===== src/hsvct_pkg.sv =====
// Shared types, widths and constants of the HSV color tune pipeline.
package hsvct_pkg;

   localparam int FRAC_BITS  = 12;
   localparam int ONE_W      = FRAC_BITS + 1;
   localparam int DIV_W      = 12;
   localparam int REM_W      = FRAC_BITS + 12;
   localparam int PROD_W     = 2 * FRAC_BITS + 1;
   localparam int CSR_W      = 14;
   localparam int CSR_IDX_W  = 2;
   localparam int HSUM_W     = ((ONE_W > CSR_W) ? ONE_W : CSR_W) + 2;
   localparam int SPROD_W    = ONE_W + CSR_W;
   localparam int H6_W       = ONE_W + 3;
   localparam int ONE_DIV255 = (1 << FRAC_BITS) / 255;
   localparam int ONE_MOD255 = (1 << FRAC_BITS) % 255;

   localparam logic [ONE_W-1:0] ONE_FX = ONE_W'(1) << FRAC_BITS;

   localparam logic [CSR_IDX_W-1:0] CSR_HUE_OFFSET   = 2'd0;
   localparam logic [CSR_IDX_W-1:0] CSR_SAT_GAIN     = 2'd1;
   localparam logic [CSR_IDX_W-1:0] CSR_VALUE_OFFSET = 2'd2;

   localparam logic [CSR_W-1:0] HUE_OFFSET_RESET   = '0;
   localparam logic [CSR_W-1:0] SAT_GAIN_RESET     = CSR_W'(1) << FRAC_BITS;
   localparam logic [CSR_W-1:0] VALUE_OFFSET_RESET = '0;

   typedef enum logic [2:0] {
      DOM_RED     = 3'd0,
      DOM_YELLOW  = 3'd1,
      DOM_GREEN   = 3'd2,
      DOM_CYAN    = 3'd3,
      DOM_BLUE    = 3'd4,
      DOM_MAGENTA = 3'd5
   } hue_domain_type;

   typedef struct packed {
      logic [7:0] red_in;
      logic [7:0] green_in;
      logic [7:0] blue_in;
   } pixel_in_type;

   typedef struct packed {
      logic [7:0] red_out;
      logic [7:0] green_out;
      logic [7:0] blue_out;
   } pixel_out_type;

   typedef struct packed {
      logic [CSR_W-1:0] hue_offset;
      logic [CSR_W-1:0] sat_gain;
      logic [CSR_W-1:0] value_offset;
   } csr_type;

   typedef struct packed {
      logic [REM_W-1:0] h_rem;
      logic [DIV_W-1:0] h_div;
      logic [ONE_W-1:0] h_quo;
      logic [REM_W-1:0] s_rem;
      logic [DIV_W-1:0] s_div;
      logic [ONE_W-1:0] s_quo;
      logic [ONE_W-1:0] val;
      logic             grey;
   } div_pipe_type;

endpackage


===== src/hsvct_front.sv =====
// Front stage: max/min, value, and dividends and divisors for hue and saturation.
module hsvct_front (
   input  logic                   clock,
   input  logic                   reset,
   input  logic                   in_valid,
   input  hsvct_pkg::pixel_in_type pixel,
   output logic                   out_valid,
   output hsvct_pkg::div_pipe_type out_data
);

   logic [7:0]  r, g, b, mx, mn, d;
   logic [10:0] n, d6;
   logic [15:0] vt;
   logic [16:0] vq;
   logic        valid_ff;
   hsvct_pkg::div_pipe_type data_in, data_ff;

   always_comb begin
      r  = pixel.red_in;
      g  = pixel.green_in;
      b  = pixel.blue_in;
      mx = (r > g) ? r : g;
      if (b > mx) mx = b;
      mn = (r < g) ? r : g;
      if (b < mn) mn = b;
      d  = mx - mn;
      d6 = (11'(d) << 2) + (11'(d) << 1);
      if (r == mx) begin
         n = (g >= b) ? 11'(g) - 11'(b) : d6 + 11'(g) - 11'(b);
      end else if (g == mx) begin
         n = (11'(d) << 1) + 11'(b) - 11'(r);
      end else begin
         n = (11'(d) << 2) + 11'(r) - 11'(g);
      end
      vt = 16'(16'(mx) * 16'(hsvct_pkg::ONE_MOD255)) + 16'd254;
      vq = 17'(vt) + 17'(vt >> 8) + 17'd1;

      data_in.h_rem = (hsvct_pkg::REM_W'(n) << (hsvct_pkg::FRAC_BITS + 1))
                      + hsvct_pkg::REM_W'(d6);
      data_in.h_div = (hsvct_pkg::DIV_W'(d) << 3) + (hsvct_pkg::DIV_W'(d) << 2);
      data_in.h_quo = '0;
      data_in.s_rem = (hsvct_pkg::REM_W'(d) << (hsvct_pkg::FRAC_BITS + 1))
                      + hsvct_pkg::REM_W'(mx);
      data_in.s_div = hsvct_pkg::DIV_W'(mx) << 1;
      data_in.s_quo = '0;
      data_in.val   = hsvct_pkg::ONE_W'(hsvct_pkg::ONE_W'(mx)
                      * hsvct_pkg::ONE_W'(hsvct_pkg::ONE_DIV255))
                      + hsvct_pkg::ONE_W'(vq >> 8);
      data_in.grey  = (d == 8'd0);
   end

   always_ff @(posedge clock) begin
      if (reset) begin
         valid_ff <= 1'b0;
      end else begin
         valid_ff <= in_valid;
      end
      data_ff <= data_in;
   end

   assign out_valid = valid_ff;
   assign out_data  = data_ff;

endmodule


===== src/hsvct_div_stage.sv =====
// One quotient bit of the hue and saturation restoring dividers.
module hsvct_div_stage #(
   parameter int BIT = 0
) (
   input  logic                    clock,
   input  logic                    reset,
   input  logic                    in_valid,
   input  hsvct_pkg::div_pipe_type in_data,
   output logic                    out_valid,
   output hsvct_pkg::div_pipe_type out_data
);

   logic [hsvct_pkg::REM_W-1:0] h_cmp, s_cmp;
   logic                        valid_ff;
   hsvct_pkg::div_pipe_type     data_in, data_ff;

   always_comb begin
      h_cmp   = hsvct_pkg::REM_W'(in_data.h_div) << BIT;
      s_cmp   = hsvct_pkg::REM_W'(in_data.s_div) << BIT;
      data_in = in_data;
      if (in_data.h_rem >= h_cmp) begin
         data_in.h_rem      = in_data.h_rem - h_cmp;
         data_in.h_quo[BIT] = 1'b1;
      end
      if (in_data.s_rem >= s_cmp) begin
         data_in.s_rem      = in_data.s_rem - s_cmp;
         data_in.s_quo[BIT] = 1'b1;
      end
   end

   always_ff @(posedge clock) begin
      if (reset) begin
         valid_ff <= 1'b0;
      end else begin
         valid_ff <= in_valid;
      end
      data_ff <= data_in;
   end

   assign out_valid = valid_ff;
   assign out_data  = data_ff;

endmodule


===== src/hsvct_back.sv =====
// Back stages: hue, saturation and value adjust, then conversion to RGB.
module hsvct_back (
   input  logic                     clock,
   input  logic                     reset,
   input  logic                     in_valid,
   input  hsvct_pkg::div_pipe_type  in_data,
   input  hsvct_pkg::csr_type       csr,
   output logic                     out_valid,
   output hsvct_pkg::pixel_out_type out_pixel
);

   localparam int F  = hsvct_pkg::FRAC_BITS;
   localparam int UW = hsvct_pkg::ONE_W;
   localparam int PW = hsvct_pkg::PROD_W;
   localparam int HW = hsvct_pkg::HSUM_W;

   logic [UW-1:0]          h0, s0, h1_in, v1_in, h1_ff, v1_ff;
   logic signed [HW-1:0]   hsum, vsum;
   logic [hsvct_pkg::SPROD_W-1:0] sp1_in, sp1_ff, sp_sh;
   logic                   vld1_ff, vld2_ff, vld3_ff, vld4_ff, vld5_ff;

   logic [UW-1:0]          v2_in, s2_in, f2_in, v2_ff, s2_ff, f2_ff;
   logic [hsvct_pkg::H6_W-1:0] h6;
   logic [2:0]             kraw;
   hsvct_pkg::hue_domain_type k2_in, k2_ff, k3_ff, k4_ff;

   logic [PW-1:0]          c3_in, hi3_in, c3_ff, hi3_ff;
   logic [UW-1:0]          f3_ff;

   logic [PW+UW-1:0]       rprod;
   logic [PW-1:0]          ramp4_in, lo4_in, ramp4_ff, lo4_ff, hi4_ff;

   logic [PW-1:0]          rise, fall, xr, xg, xb;
   logic [PW+7:0]          yr, yg, yb;
   hsvct_pkg::pixel_out_type pix_in, pix_ff;

   always_comb begin
      h0    = in_data.grey ? '0 : in_data.h_quo;
      s0    = in_data.grey ? '0 : in_data.s_quo;
      hsum  = $signed(HW'(h0)) + HW'($signed(csr.hue_offset));
      vsum  = $signed(HW'(in_data.val)) + HW'($signed(csr.value_offset));
      if (hsum < 0) h1_in = '0;
      else if (hsum > $signed(HW'(hsvct_pkg::ONE_FX))) h1_in = hsvct_pkg::ONE_FX;
      else h1_in = UW'(hsum);
      if (vsum < 0) v1_in = '0;
      else if (vsum > $signed(HW'(hsvct_pkg::ONE_FX))) v1_in = hsvct_pkg::ONE_FX;
      else v1_in = UW'(vsum);
      sp1_in = hsvct_pkg::SPROD_W'(s0) * hsvct_pkg::SPROD_W'(csr.sat_gain);
   end

   always_comb begin
      sp_sh = sp1_ff >> F;
      s2_in = (sp_sh > hsvct_pkg::SPROD_W'(hsvct_pkg::ONE_FX)) ? hsvct_pkg::ONE_FX
                                                              : UW'(sp_sh);
      v2_in = v1_ff;
      h6    = (hsvct_pkg::H6_W'(h1_ff) << 2) + (hsvct_pkg::H6_W'(h1_ff) << 1);
      kraw  = 3'(h6 >> F);
      if (kraw > 3'(hsvct_pkg::DOM_MAGENTA)) kraw = 3'(hsvct_pkg::DOM_MAGENTA);
      k2_in = hsvct_pkg::hue_domain_type'(kraw);
      f2_in = UW'(h6 - (hsvct_pkg::H6_W'(kraw) << F));
   end

   always_comb begin
      c3_in  = PW'(v2_ff) * PW'(s2_ff);
      hi3_in = PW'(v2_ff) << F;
   end

   always_comb begin
      rprod    = (PW + UW)'(c3_ff) * (PW + UW)'(f3_ff);
      ramp4_in = PW'(rprod >> F);
      lo4_in   = hi3_ff - c3_ff;
   end

   always_comb begin
      rise = lo4_ff + ramp4_ff;
      fall = hi4_ff - ramp4_ff;
      unique case (k4_ff)
         hsvct_pkg::DOM_RED: begin
            xr = hi4_ff; xg = rise;   xb = lo4_ff;
         end
         hsvct_pkg::DOM_YELLOW: begin
            xr = fall;   xg = hi4_ff; xb = lo4_ff;
         end
         hsvct_pkg::DOM_GREEN: begin
            xr = lo4_ff; xg = hi4_ff; xb = rise;
         end
         hsvct_pkg::DOM_CYAN: begin
            xr = lo4_ff; xg = fall;   xb = hi4_ff;
         end
         hsvct_pkg::DOM_BLUE: begin
            xr = rise;   xg = lo4_ff; xb = hi4_ff;
         end
         default: begin
            xr = hi4_ff; xg = lo4_ff; xb = fall;
         end
      endcase
      yr = ((PW + 8)'(xr) << 8) - (PW + 8)'(xr);
      yg = ((PW + 8)'(xg) << 8) - (PW + 8)'(xg);
      yb = ((PW + 8)'(xb) << 8) - (PW + 8)'(xb);
      pix_in.red_out   = 8'(yr >> (2 * F));
      pix_in.green_out = 8'(yg >> (2 * F));
      pix_in.blue_out  = 8'(yb >> (2 * F));
   end

   always_ff @(posedge clock) begin
      if (reset) begin
         vld1_ff <= 1'b0;
         vld2_ff <= 1'b0;
         vld3_ff <= 1'b0;
         vld4_ff <= 1'b0;
         vld5_ff <= 1'b0;
      end else begin
         vld1_ff <= in_valid;
         vld2_ff <= vld1_ff;
         vld3_ff <= vld2_ff;
         vld4_ff <= vld3_ff;
         vld5_ff <= vld4_ff;
      end
      h1_ff    <= h1_in;
      v1_ff    <= v1_in;
      sp1_ff   <= sp1_in;
      v2_ff    <= v2_in;
      s2_ff    <= s2_in;
      k2_ff    <= k2_in;
      f2_ff    <= f2_in;
      c3_ff    <= c3_in;
      hi3_ff   <= hi3_in;
      k3_ff    <= k2_ff;
      f3_ff    <= f2_ff;
      ramp4_ff <= ramp4_in;
      lo4_ff   <= lo4_in;
      hi4_ff   <= hi3_ff;
      k4_ff    <= k3_ff;
      pix_ff   <= pix_in;
   end

   assign out_valid = vld5_ff;
   assign out_pixel = pix_ff;

endmodule


===== src/hsv_hexcone_color_tune.sv =====
// Top level of the HSV hexcone color tune pipeline.
// One pixel is taken on every clock that start is high; busy stays low. Each
// pixel passes through the front, divider and back stages and leaves with
// rsp_strobe high for one cycle, which the receiver cannot hold off. The depth
// is set by the bit-per-stage hue and saturation dividers. Configuration writes
// are always accepted and should be made while no pixel is in flight.
module hsv_hexcone_color_tune (
   input  logic                                clock,
   input  logic                                reset,
   input  logic                                start,
   output logic                                busy,
   input  hsvct_pkg::pixel_in_type             req_pixel,
   output logic                                rsp_strobe,
   output hsvct_pkg::pixel_out_type            rsp_pixel,
   input  logic                                csr_valid,
   output logic                                csr_ready,
   input  logic [hsvct_pkg::CSR_IDX_W-1:0]     csr_index,
   input  logic [hsvct_pkg::CSR_W-1:0]         csr_data
);

   localparam int NSTG = hsvct_pkg::ONE_W;

   hsvct_pkg::csr_type      csr_ff, csr_in;
   hsvct_pkg::div_pipe_type stg_data [NSTG+1];
   logic                    stg_valid [NSTG+1];

   assign busy      = 1'b0;
   assign csr_ready = 1'b1;

   always_comb begin
      csr_in = csr_ff;
      if (csr_valid && csr_ready) begin
         if (csr_index == hsvct_pkg::CSR_HUE_OFFSET) csr_in.hue_offset = csr_data;
         if (csr_index == hsvct_pkg::CSR_SAT_GAIN) csr_in.sat_gain = csr_data;
         if (csr_index == hsvct_pkg::CSR_VALUE_OFFSET) csr_in.value_offset = csr_data;
      end
   end

   always_ff @(posedge clock) begin
      if (reset) begin
         csr_ff.hue_offset   <= hsvct_pkg::HUE_OFFSET_RESET;
         csr_ff.sat_gain     <= hsvct_pkg::SAT_GAIN_RESET;
         csr_ff.value_offset <= hsvct_pkg::VALUE_OFFSET_RESET;
      end else begin
         csr_ff <= csr_in;
      end
   end

   hsvct_front u_front (
      .clock     (clock),
      .reset     (reset),
      .in_valid  (start && !busy),
      .pixel     (req_pixel),
      .out_valid (stg_valid[0]),
      .out_data  (stg_data[0])
   );

   for (genvar j = 0; j < NSTG; j++) begin : g_div
      hsvct_div_stage #(.BIT(NSTG - 1 - j)) u_stage (
         .clock     (clock),
         .reset     (reset),
         .in_valid  (stg_valid[j]),
         .in_data   (stg_data[j]),
         .out_valid (stg_valid[j+1]),
         .out_data  (stg_data[j+1])
      );
   end

   hsvct_back u_back (
      .clock     (clock),
      .reset     (reset),
      .in_valid  (stg_valid[NSTG]),
      .in_data   (stg_data[NSTG]),
      .csr       (csr_ff),
      .out_valid (rsp_strobe),
      .out_pixel (rsp_pixel)
   );

endmodule


===== config.mk =====
export PLATFORM = sky130hd
export DESIGN_NAME = hsv_hexcone_color_tune
export DESIGN_NICKNAME = d
export VERILOG_FILES = /design/src/hsvct_pkg.sv /design/src/hsvct_front.sv /design/src/hsvct_div_stage.sv /design/src/hsvct_back.sv /design/src/hsv_hexcone_color_tune.sv
export SDC_FILE = /design/constraint.sdc
export NUM_CORES = 2
export LEC_CHECK = 0
export ABC_CLOCK_PERIOD_IN_PS = 14200
export BUFFER_PORTS_ARGS = -buffer_cell sky130_fd_sc_hd__buf_2
export CORE_ASPECT_RATIO = 1.25
export CORE_UTILIZATION = 45
export DETAILED_ROUTE_END_ITERATION = 6
export PLACE_DENSITY = 0.69
export SLEW_MARGIN = 20
export SYNTH_ARGS = -nofsm -noshare
export SYNTH_HDL_FRONTEND = slang
export SYNTH_HIERARCHICAL = 1
export SYNTH_SLANG_ARGS = --single-unit

===== constraint.sdc =====
create_clock -name clock -period 14.2 [get_ports clock]
set_input_delay 0.71 -clock clock [delete_from_list [all_inputs] [get_ports clock]]
set_output_delay 0.71 -clock clock [all_outputs]
set_load 0.05 [all_outputs]

# --- After elaboration in Yosys (flattened, before gate mapping) ---
# Index checks and enable logic that the tools add are counted.
op_classes:
  order_cmp: 37
  n_mul: 3
  addsub: 50
  n_reduce_logical: 12
  mux: 41
  eq_ne: 8
op_table:
  columns: ["op", "n"]
  rows:
  - ["two-way mux 24 bit", 24]
  - ["one-hot mux 25 bit (3 select lines)", 3]
  - ["subtractor 32 x 25 -> 32 bit", 3]
  - ["two-way mux 13 bit", 4]
  - ["subtractor 25 bit", 2]
  - [">= comparator 24 x 12 -> 1 bit", 2]
  - [">= comparator 24 x 13 -> 1 bit", 2]
  - [">= comparator 24 x 14 -> 1 bit", 2]
  - [">= comparator 24 x 15 -> 1 bit", 2]
  - [">= comparator 24 x 16 -> 1 bit", 2]
  - [">= comparator 24 x 17 -> 1 bit", 2]
  - [">= comparator 24 x 18 -> 1 bit", 2]
  - [">= comparator 24 x 19 -> 1 bit", 2]
  - [">= comparator 24 x 20 -> 1 bit", 2]
  - [">= comparator 24 x 21 -> 1 bit", 2]
  - ["subtractor 24 x 13 -> 24 bit", 2]
  - ["subtractor 24 x 14 -> 24 bit", 2]
  - ["subtractor 24 x 15 -> 24 bit", 2]
  - ["subtractor 24 x 16 -> 24 bit", 2]
  - ["subtractor 24 x 17 -> 24 bit", 2]
  - ["subtractor 24 x 18 -> 24 bit", 2]
  - ["subtractor 24 x 19 -> 24 bit", 2]
  - ["subtractor 24 x 20 -> 24 bit", 2]
  - ["subtractor 24 x 21 -> 24 bit", 2]
  - ["55 further kinds", 77]
word_totals:
  output_inout_bits: 27
  input_bits: 44
  wordCells: 323
  reg_bits: 1562

# --- Longest topological paths before layout ---
depth:
  depth_word: 11
  depth_mapped: 42
  ltp_nobuf: 42

# --- Cells and area by module ---
# Netlist, hierarchy kept.
modules_own_cells:
  columns: ["module", "n_inst", "seq_area_each_um2", "area_each_um2", "cells_each"]
  rows:
  - ["hsvct_back", 1, 4604.4, 34413.0, 4076]
  - ["hsvct_front", 1, 1021.0, 6024.5, 714]
  - ["hsvct_div_stage at g_div[12].u_stage", 1, 2262.2, 4362.9, 438]
  - ["hsvct_div_stage at g_div[11].u_stage", 1, 2262.2, 4334.2, 430]
  - ["hsvct_div_stage at g_div[10].u_stage", 1, 2262.2, 4249.1, 409]
  - ["hsvct_div_stage at g_div[9].u_stage", 1, 2262.2, 4231.6, 397]
  - ["hsvct_div_stage at g_div[8].u_stage", 1, 2262.2, 4211.5, 394]
  - ["hsvct_div_stage at g_div[7].u_stage", 1, 2262.2, 4187.8, 394]
  - ["hsvct_div_stage at g_div[6].u_stage", 1, 2262.2, 4098.9, 383]
  - ["hsvct_div_stage at g_div[4].u_stage", 1, 2262.2, 4065.1, 368]
  - ["hsvct_div_stage at g_div[5].u_stage", 1, 2262.2, 4026.4, 381]
  - ["hsvct_div_stage at g_div[3].u_stage", 1, 2262.2, 3942.5, 355]
  - ["hsvct_div_stage at g_div[0].u_stage", 1, 2262.2, 3933.8, 346]
  - ["hsvct_div_stage at g_div[2].u_stage", 1, 2262.2, 3915.0, 356]
  - ["+2 rows", null, null, null, null]

# --- Worst setup path before layout ---
# No wires, ideal clock.
synth_path:
  path_kind: "input -> register"
  start: "in req_pixel[16] in the netlist's numbering"
  end: "reg u_front.data_ff, in the netlist u_front/out_data[111]"
  arrival_ns: 8.798
  path_stages: 40
  required_ns: 14.138
  slack_ns: 5.340
  n_path_buf: 1
  setup_time_ns: 0.062
  path_cell_list: "inv_1 -> ha_1 -> inv_1 -> fa_1 -> and3_1 -> o21ba_4 -> o22ai_1 -> nand2_1 -> o21ai_0 -> inv_1 -> ha_1 -> or4b_4 -> a221oi_2 -> o221ai_4 -> clkbuf_1 -> a31oi_1 -> inv_1 -> fa_1 -> [... 4 more ...] -> ha_1 -> inv_1 -> o21ai_0 -> and2_1 -> nor2_1 -> xnor2_1 -> fa_1 -> inv_1 -> ha_1 -> inv_1 -> o21bai_1 -> a21oi_1 -> nor2b_1 -> o21ai_0 -> nand2b_1 -> xnor2_1 -> or3b_1 -> nand3_1"
synth_rtl:
  columns: ["item", "line_no", "source"]
  rows:
  - ["from (decl)", "hsv_hexcone_color_tune.sv:12", "input hsvct_pkg::pixel_in_type req_pixel,"]
  - ["to (signal assigned)", "hsvct_front.sv:58", "data_ff <= data_in;"]
  - ["to (decl)", "hsvct_front.sv:16", "hsvct_pkg::div_pipe_type data_in, data_ff;"]

==> impl_metrics.env <==
export IMPL_outcome="complete, no violations"
export IMPL_h_tree_depth=4
export IMPL_hold_depth=2
export IMPL_cts_resized=0
export IMPL_cpMostUsedCell="inv_1"
export IMPL_nNetsFinal=11000
export IMPL_period_needed_ns=9.63
export IMPL_ant_nets=0
export IMPL_cp_slowest_cell="xnor2_1"
export IMPL_clkLatencyLatePin_ns=0.81
export IMPL_critPathCaptureType="register"
export IMPL_initial_core_util=0.452
export IMPL_grt_start_max_net_pins=77
export IMPL_pin_count=71
export IMPL_crit_path_max_fanout=18
export IMPL_drtIter0Drc=3631
export IMPL_slew_violations=0
export IMPL_rr_endpoint="u_back/sp1_ff[25]$_DFF_P_"
export IMPL_dr_pass1_iters=6
export IMPL_min_from="start"
export IMPL_min_path_type="in -> reg"
export IMPL_clk_pin_slew_worst_paths_ns=0.06
export IMPL_gp_congestion=0.972
export IMPL_relSlewSlack=0.210
export IMPL_rsz0062_at_grt="false"
export IMPL_setup_viol=0
export IMPL_cts_inserted_buffers=166
export IMPL_startpoint_type="input pin"
export IMPL_wire_per_inst_um=17.1
export IMPL_viasPerCell=5.25
export IMPL_reg2reg_depth=22
export IMPL_cp_slowest_stage_delay_ns=0.77
export IMPL_hpwlAfterDp_um=169000
export IMPL_dieArea_sq_mm=0.208
export IMPL_grt_pass1_wl_um=345000
export IMPL_drcViolationCount=0
export IMPL_area_delta_synth_final_pct=9.16
export IMPL_cap_violations=0
export IMPL_first_global_vias=67900
export IMPL_criticalPathCategory="in -> reg"
export IMPL_ctsHoldBuffers=0
export IMPL_cp_required_ns=14.93
export IMPL_routed_wl_um=214000
export IMPL_cts_sinks=1720
export IMPL_placed_cells=12200
export IMPL_core_sq_mm=0.205
export IMPL_clockBufferDepth=3
export IMPL_setup_tns_ns=0
export IMPL_r2r_start="g_div[12].u_stage/out_data[0]$_DFF_P_"
export IMPL_skew_ns=0.0404
export IMPL_rrSetupSlack_ns=6.87
export IMPL_antenna_found_initial=15
export IMPL_post_cts_buffers=0
export IMPL_root_buffer="clkbuf_16"
export IMPL_fp_row_count=186
export IMPL_max_freq_ghz=0.104
export IMPL_dieHeight_um=510
export IMPL_drive_above_1_share=0.0696
export IMPL_syn_inst=9668
export IMPL_min_to="u_front/out_valid$_SDFF_PP0_"
export IMPL_synth_avg_cell_area_sq_um=9.60
export IMPL_cts_tree="yes"
export IMPL_grt_overflow=0
export IMPL_tightest_slew_ns=1.18
export IMPL_arrival_ns=10.37
export IMPL_post_route_period_util=0.678
export IMPL_synth_area_sq_mm=0.0928
export IMPL_dieWidth_um=408
export IMPL_port_buffer_count=68
export IMPL_routed_via_count=65800
export IMPL_ys_warn_count=6
export IMPL_hold_viol_final=0
export IMPL_grt_usage=0.204
export IMPL_finalNonFillerCells=12500
-- registers in the layout, summed over array words and instances (netlist names), 15 cells and up --
signal,count
csr_ff,42
g_div.u_stage/out_data,1384
u_back/c3_ff,25
u_back/lo4_ff,25
u_back/out_pixel,24
u_back/ramp4_ff,25
u_back/sp1_ff,15
u_front/out_data,50
-- placed cells by master (no fill, tap or decap), types with 118 or more instances in the layout --
cell          n
o21ai_0     355
nand2_1     836
ha_1        756
inv_1      1231
a21oi_1     499
nor3_1      132
fa_1        536
clkbuf_16   168
nand3_1     118
xor2_1      215
and2_1      273
nor2_1      502
a21o_1      174
nand2b_1    149
xnor2_1     324
dfxtp_1    1718
-- routing by layer --
metal  GRT usage  up-vias  part of all wire
met5           0        -           0.00054
met4       0.107       18             0.052
met3      0.0342      578             0.045
met2       0.386     1472              0.52
met1       0.214    31600              0.38
li1            -    32200                 -
-- critical path, delay by kind of cell --
kind	cells	cell delay (ns)
AND/OR/NAND/NOR	10	1.35
adder cells (fa/ha/maj)	8	2.62
XOR/XNOR	3	1.23
multiplexers	1	0.43
buffers and inverters	9	0.90
AO/OA/AOI/OAI	12	3.09
-- stage by stage --
| stage | instance area, sq um | utilization | hold WS (ns) | setup slack, ns |
|---|---|---|---|---|
| detailed placement | 95500 | 0.465 | 0.312 | 3.74 |
| finish | 101000 | 0.494 | 0.132 | 4.57 |
| global placement | 95500 | 0.465 | 0.310 | 3.65 |
| CTS | 101000 | 0.494 | 0.0652 | 4.58 |
| floorplan | 93000 | - | 0.310 | 5.34 |
| global route | 101000 | 0.494 | 0.0850 | 3.93 |
-- final cells by class --
class	instances	area [sq um]
Multi-Input combinational cell	6430	52300
Antenna cell	7	17.5
Clock inverter	74	1100
Sequential cell	1720	34400
Tap cell	2726	3410
Fill cell	18700	104000
Timing Repair Buffer	117	716
Inverter	1234	4630
Clock buffer	228	4730
-- worst max-delay path by stage --
stage,startpoint,end,slack (ns),depth (start not counted)
after global placement,req_pixel[16],u_front/out_data[111]$_DFF_P_,3.65,43
after detailed placement,req_pixel[16],u_front/out_data[111]$_DFF_P_,3.74,43
after floorplan,req_pixel[16],u_front/out_data[111]$_DFF_P_,5.34,40
final,req_pixel[16],u_front/out_data[111]$_DFF_P_,4.57,43
after global routing,req_pixel[16],u_front/out_data[111]$_DFF_P_,3.93,44
after CTS,req_pixel[16],u_front/out_data[111]$_DFF_P_,4.58,43
Power is not shown: default switching activity piles up to over one toggle a cycle in this logic, so the estimate is an artifact.
